`src/rtl/hvt_pkg.sv`:
```
// ----------------------------------------------------------------------------
// hvt_pkg
// Shared types, widths and codes for the homogeneous vertex transform.
// ----------------------------------------------------------------------------
package hvt_pkg;

   // Default fixed-point fraction width (Q16.16)
   localparam int FRAC_BITS_DEFAULT = 16;

   localparam int LANES    = 4;
   localparam int LANE_W   = 32;
   localparam int PROD_W   = 2 * LANE_W;
   localparam int PAIR_W   = PROD_W + 1;
   localparam int SUM_W    = PROD_W + 2;
   localparam int ROW_W    = 2;

   // Result queue depth and its index / count widths
   localparam int QUEUE_DEPTH = 4;
   localparam int QPTR_W      = $clog2(QUEUE_DEPTH);
   localparam int QCNT_W      = $clog2(QUEUE_DEPTH + 1);

   // Transaction kinds
   localparam logic KIND_LOAD  = 1'b0;
   localparam logic KIND_XFORM = 1'b1;

   typedef struct packed {
      logic                     kind;
      logic [ROW_W-1:0]         row_sel;
      logic signed [LANE_W-1:0] lane0;
      logic signed [LANE_W-1:0] lane1;
      logic signed [LANE_W-1:0] lane2;
      logic signed [LANE_W-1:0] lane3;
   } hvt_req_type;

   typedef struct packed {
      logic signed [LANE_W-1:0] out_x;
      logic signed [LANE_W-1:0] out_y;
      logic signed [LANE_W-1:0] out_z;
      logic signed [LANE_W-1:0] out_w;
   } hvt_rsp_type;

endpackage

```
`src/rtl/hvt_merge.sv`:
```
// ----------------------------------------------------------------------------
// hvt_merge
// Merge the four lane results into one response and queue it for the
// receiver.
// ----------------------------------------------------------------------------
module hvt_merge (
   input  logic                              clock,
   input  logic                              reset,
   input  logic                              push,
   input  logic signed [hvt_pkg::LANE_W-1:0] lane_res [hvt_pkg::LANES],
   input  logic                              pop,
   output logic                              rsp_valid,
   output hvt_pkg::hvt_rsp_type              rsp_data
);
   import hvt_pkg::*;

   hvt_rsp_type        merged;
   hvt_rsp_type        slot_ff [QUEUE_DEPTH];
   logic [QPTR_W-1:0]  wr_ptr_ff, wr_ptr_in;
   logic [QPTR_W-1:0]  rd_ptr_ff, rd_ptr_in;
   logic [QCNT_W-1:0]  count_ff, count_in;

   always_comb begin
      merged.out_x = lane_res[0];
      merged.out_y = lane_res[1];
      merged.out_z = lane_res[2];
      merged.out_w = lane_res[3];
   end

   always_comb begin
      wr_ptr_in = wr_ptr_ff;
      rd_ptr_in = rd_ptr_ff;
      count_in  = count_ff;
      if (push) begin
         wr_ptr_in = (32'(wr_ptr_ff) == QUEUE_DEPTH - 1) ? '0 : wr_ptr_ff + 1'b1;
      end
      if (pop) begin
         rd_ptr_in = (32'(rd_ptr_ff) == QUEUE_DEPTH - 1) ? '0 : rd_ptr_ff + 1'b1;
      end
      if (push && !pop) begin
         count_in = count_ff + 1'b1;
      end else if (pop && !push) begin
         count_in = count_ff - 1'b1;
      end
   end

   always_ff @(posedge clock) begin
      if (reset) begin
         wr_ptr_ff <= '0;
         rd_ptr_ff <= '0;
         count_ff  <= '0;
      end else begin
         wr_ptr_ff <= wr_ptr_in;
         rd_ptr_ff <= rd_ptr_in;
         count_ff  <= count_in;
      end
   end

   always_ff @(posedge clock) begin
      if (push) begin
         slot_ff[wr_ptr_ff] <= merged;
      end
   end

   assign rsp_valid = (count_ff != '0);
   assign rsp_data  = slot_ff[rd_ptr_ff];

   // Credit check upstream must keep the queue from overflowing
   assert property (@(posedge clock) disable iff (reset)
      !(push && !pop && (32'(count_ff) == QUEUE_DEPTH)))
      else $error("hvt_merge: push into full queue");

   assert property (@(posedge clock) disable iff (reset)
      pop |-> count_ff != '0)
      else $error("hvt_merge: pop from empty queue");

endmodule

```
`config.mk`:
```
export PLATFORM = sky130hd
export DESIGN_NAME = hvt_merge
export DESIGN_NICKNAME = d
export VERILOG_FILES = /design/src/rtl/hvt_pkg.sv /design/src/rtl/hvt_merge.sv
export SDC_FILE = /design/constraint.sdc
export NUM_CORES = 1
export LEC_CHECK = 0
export BUFFER_PORTS_ARGS = -buffer_cell sky130_fd_sc_hd__buf_2
export CORE_MARGIN = 10
export CORE_UTILIZATION = 55
export DETAILED_ROUTE_END_ITERATION = 12
export GPL_TIMING_DRIVEN = 0
export PLACE_DENSITY = 0.77
export SETUP_SLACK_MARGIN = 0.3
export SLEW_MARGIN = 5
export SYNTH_ARGS = -nofsm -noshare
export SYNTH_HDL_FRONTEND = slang
export SYNTH_SLANG_ARGS = --single-unit
```
`constraint.sdc`:
```
create_clock -name clock -period 6.2 [get_ports clock]
set_input_delay 0.93 -clock clock [delete_from_list [all_inputs] [get_ports clock]]
set_output_delay 0.93 -clock clock [all_outputs]
set_load 0.05 [all_outputs]
```
-- Word-level counts from Yosys, hierarchy flattened
Memory sizes are Yosys's and may differ from the RTL's. A register that Yosys moved wholly into a read port is not among the register bits.
Cells that the tools add are included.
- bits in read-only memories: 0
- memories kept: 1
- RAM bits: 512
- latch bits: 0
- flip-flop bits (word level): 7
- memory list (name ; depth ; width ; read ports ; clocked after Yosys merged registers in ; wr ports ; RTL line ; RTL):
    slot_ff ; 4 ; 128 ; 1 ; 1 ; 1 ; hvt_merge.sv:18 ; hvt_rsp_type slot_ff [QUEUE_DEPTH];
- add/sub/neg operators: 4
- mux-type cells: 8
- shift-type cells: 0
- reductions and logical operators: 6
- multipliers: 0
- div/mod/pow operators: 0
- magnitude comparators: 0
- bitwise gates (word level): 0
- equality and inequality tests: 2
- operator list (operator ; count):
    $mux W2 ; 4
    $mux W3 ; 2
    $add A2 B1 Y2 const B ; 2
    $eq A2 B2 Y1 const B ; 2
    $add A3 B1 Y3 const B ; 1
    $reduce_bool A3 Y1 ; 1
    $sub A3 B1 Y3 const B ; 1
    $logic_and A1 B1 Y1 ; 2
    $logic_not A1 Y1 ; 2
    $mux W1 ; 2
    $reduce_bool A2 Y1 ; 1

-- Longest topological paths before layout
- word-level depth: 4
- mapped depth: 7
- mapped depth without buffers: 7

-- Worst setup path after synthesis
No wires, ideal clock.
- path type: input -> register
- from: input port push
- to: memory slot_ff[0][0] (netlist bit) (enable)
- arrival: 3863 ps
- path buffers: 0
- slack: 1835 ps
- stages on the path: 1
- library setup time: 502 ps
- cell sequence: and2_1
- word-level cells in the longest chain between the ends: 2
- ends and longest elaborated chain (what ; RTL line ; RTL):
    from (decl) ; hvt_merge.sv:9 ; input logic push,
    $mux W1 ; hvt_merge.sv:60 ; if (push) begin
    $mux W1 (implied by the code) ; hvt_merge.sv:61 ; slot_ff[wr_ptr_ff] <= merged;
    to (decl) ; hvt_merge.sv:18 ;
Every way passes these cells.

==> run summary <==
RSZ-0062 raised after global routing: false
Post-route cell area: 22900 µm²
Min Tclk post-route: 3540 ps
Row count: 68
Global Route met3 Usage: 5.99%
Worst-Margin Slew: 923 ps
Post CTS Setup Buffer Count: 0
GRT Util Overall: 17.8%
CTS tree: built
TritonCTS buffer count: 50
HP Class: reg2reg
Nets: 1170
Syn Inst Count: 711
Area Growth Syn to Fin: 20.3%
Relative slew slack: 38.5%
Hold worst-path end: count_ff[2]
Chip height: 206 µm
Category of the critical setup timing path: reg2out
Synth Net Count: 850
Achievable Freq: 282 MHz
Min-Delay Path Depth: 2
Number of global-route vias before repair: 9234
Gpl congestion: 0.710
Period utilization: 57.1%
Htree depth: 2
Sequential element share of the synthesized area: 81.8%
Synth top area cells: edfxtp_1 81%, mux4_2 15%, buf_12 1.1%
Status: completed
Crit Path Max Fanout: 10
Clk slew on worst S/H paths: 60 ps
Crit path DAT: 2610 ps
Final setup violation count: 0
Hold buffer count at CTS: 0
Worst reg2reg setup slack: 3920 ps
Area leader, netlist: edfxtp_1
Pin count of the biggest net entering global routing: 57
Cell Pwr Density: 362 nW/µm²
Clock Path Buffers: 3
Synth top area share: 80.9%
DRC viols: 0
Share of cells above drive strength 1: 46.6%
Die X: 206 µm
R2R Path End: slot_ff[3][85]
Hold path startpoint: count_ff[2]
Startpoint types: flop
1st-iter DRT viols: 469
Vias: 8616
Overflow after GRT: 0
Root Buffer: clkbuf_16
Met1 usage: 23.3%
Placed wire-length estimate: 23600 µm
Peak VDD IR: 0.323 mV
Reg2reg path depth: 4
Reg2reg start: wr_ptr_ff[0]
Starting density of the core: 55.4%
Mapped Avg Cell Area: 26.7 µm²
Req. time, crit path: 5270 ps
Port bufs: 260
Synthesized cell area: 19000 µm²
Yosys reg bits: 521
Slew Limit Fails: 0
Leakage: 7.76 nW
Clk_skew: 13.5 ps
Vias per cell: 5.63
Drt wl/cell: 24.5 µm
Setup TNS: 0 ps
First-pass GRT wire length: 56800 µm
Final hold violations: 0
DRT antenna net count: 0
Yosys warning total: 0
Worst skew pair latency: 560 ps
Drt total wl: 37500 µm
Met2 usage: 28.6%
Drt first pass iters: 4
CP Capture Type: output port
Initial antenna violation count: 10
Yosys cell types: 18
Post-DP Area: 21100 µm²
PostCTS Resize Cnt: 0
Clock Sinks: 521
Max Cap Viol: 0
Total core area: 34300 µm²
Gr busiest metal: met2
Die area: 42400 µm²
Ports: 261
-- critical path: stages, from the launching register on --
cell	delay, ps
dfxtp_1	320
clkbuf_1	690
buf_2	420
mux4_2	390
buf_2	240
-- layout make-up --
class / count / area [µm²]
well taps: 455 / 569
clock inverters: 32 / 404
plain buffers: 28 / 314
repair buffers: 268 / 1510
diodes: 5 / 12.5
fillers: 2139 / 11400
flip-flops and latches: 521 / 15600
inverters: 4 / 15.0
clock buffers: 59 / 1350
multi-input cells: 158 / 3130
-- stage by stage --
| stage | instances | util [%] | hold WS [ps] | power, mW | setup WS, ps |
|---|---|---|---|---|---|
| after floorplan | 711 | - | 447 | 4.90 | 1840 |
| after global placement | 1426 | 60.9 | 480 | 5.19 | -615 |
| after detailed placement | 1434 | 61.5 | 486 | 5.20 | 3170 |
| after CTS | 1525 | 66.6 | 495 | 8.37 | 2570 |
| after global routing | 1527 | 66.7 | 522 | 8.55 | 2500 |
| final | 1530 | 66.7 | 491 | 8.28 | 2660 |
-- where the power goes --
part / switching (mW) / internal, mW
Clock: 1.21 / 1.96
Sequential: 0.0377 / 4.04
Combinational: 0.723 / 0.316
-- flip-flops by register name, summed over array words and instances, names as in the netlist, named ones only --
signal     count
slot_ff      512
rd_ptr_ff      2
wr_ptr_ff      2
count_ff       3
-- kinds of logic (layout without fill, tap and decap cells) --
logic type                 count (synthesis)  count (layout)  share of synthesized area, %
DFF                                      521             521                          81.8
muxes                                    132             132                          15.4
buffers and inverters                     32             391                          1.73
and+or+nand+nor                           14              14                         0.375
adders and majority gates                  7               7                         0.500
AOI/OAI and AO/OA                          3               3                        0.0790
xor gates and xnor gates                   2               2                        0.0922
other                                      0               5                             0
-- layer usage --
layer / part of all wire, % / wire (µm)
met1: 39 / 14500
met2: 50 / 18600
met3: 9.9 / 3700
met4: 1.6 / 591
met5: 0.18 / 69
-- worst max-delay path by stage --
stage | depth (start not counted) | start | endpoint
4_1_cts | 4 | flop | rsp_data[50]
3_5_place_dp | 4 | flop | rsp_data[42]
2_1_floorplan | 1 | push | slot_ff[0][0]
6_report | 4 | flop | rsp_data[42]
3_3_place_gp | 2 | push | slot_ff[1][24]
5_1_grt | 4 | flop | rsp_data[42]
-- cells in the mapped netlist --
| cell | n |
|---|---|
| mux4_2 | 128 |
| mux2i_1 | 4 |
| inv_1 | 4 |
| o21ai_0 | 1 |
| buf_12 | 10 |
| nor3b_1 | 1 |
| and2_1 | 4 |
| fa_1 | 1 |
| ha_1 | 6 |
| clkbuf_1 | 1 |
| xor2_1 | 2 |
| buf_2 | 13 |
| or3_1 | 2 |
| a21oi_1 | 2 |
| nor2_1 | 7 |
| edfxtp_1 | 512 |
| dfxtp_1 | 9 |
| buf_6 | 4 |
-- cells in the final DEF (no fill, tap or decap), drive strengths merged, types with 5 or more instances in the layout --
cell type,instances
ha,6
bufinv,10
inv,5
edfxtp,512
diode,5
clkbuf,60
mux4,128
clkinv,20
buf,295
dfxtp,9
nor2,7
Power figures use the tool's default switching activity.
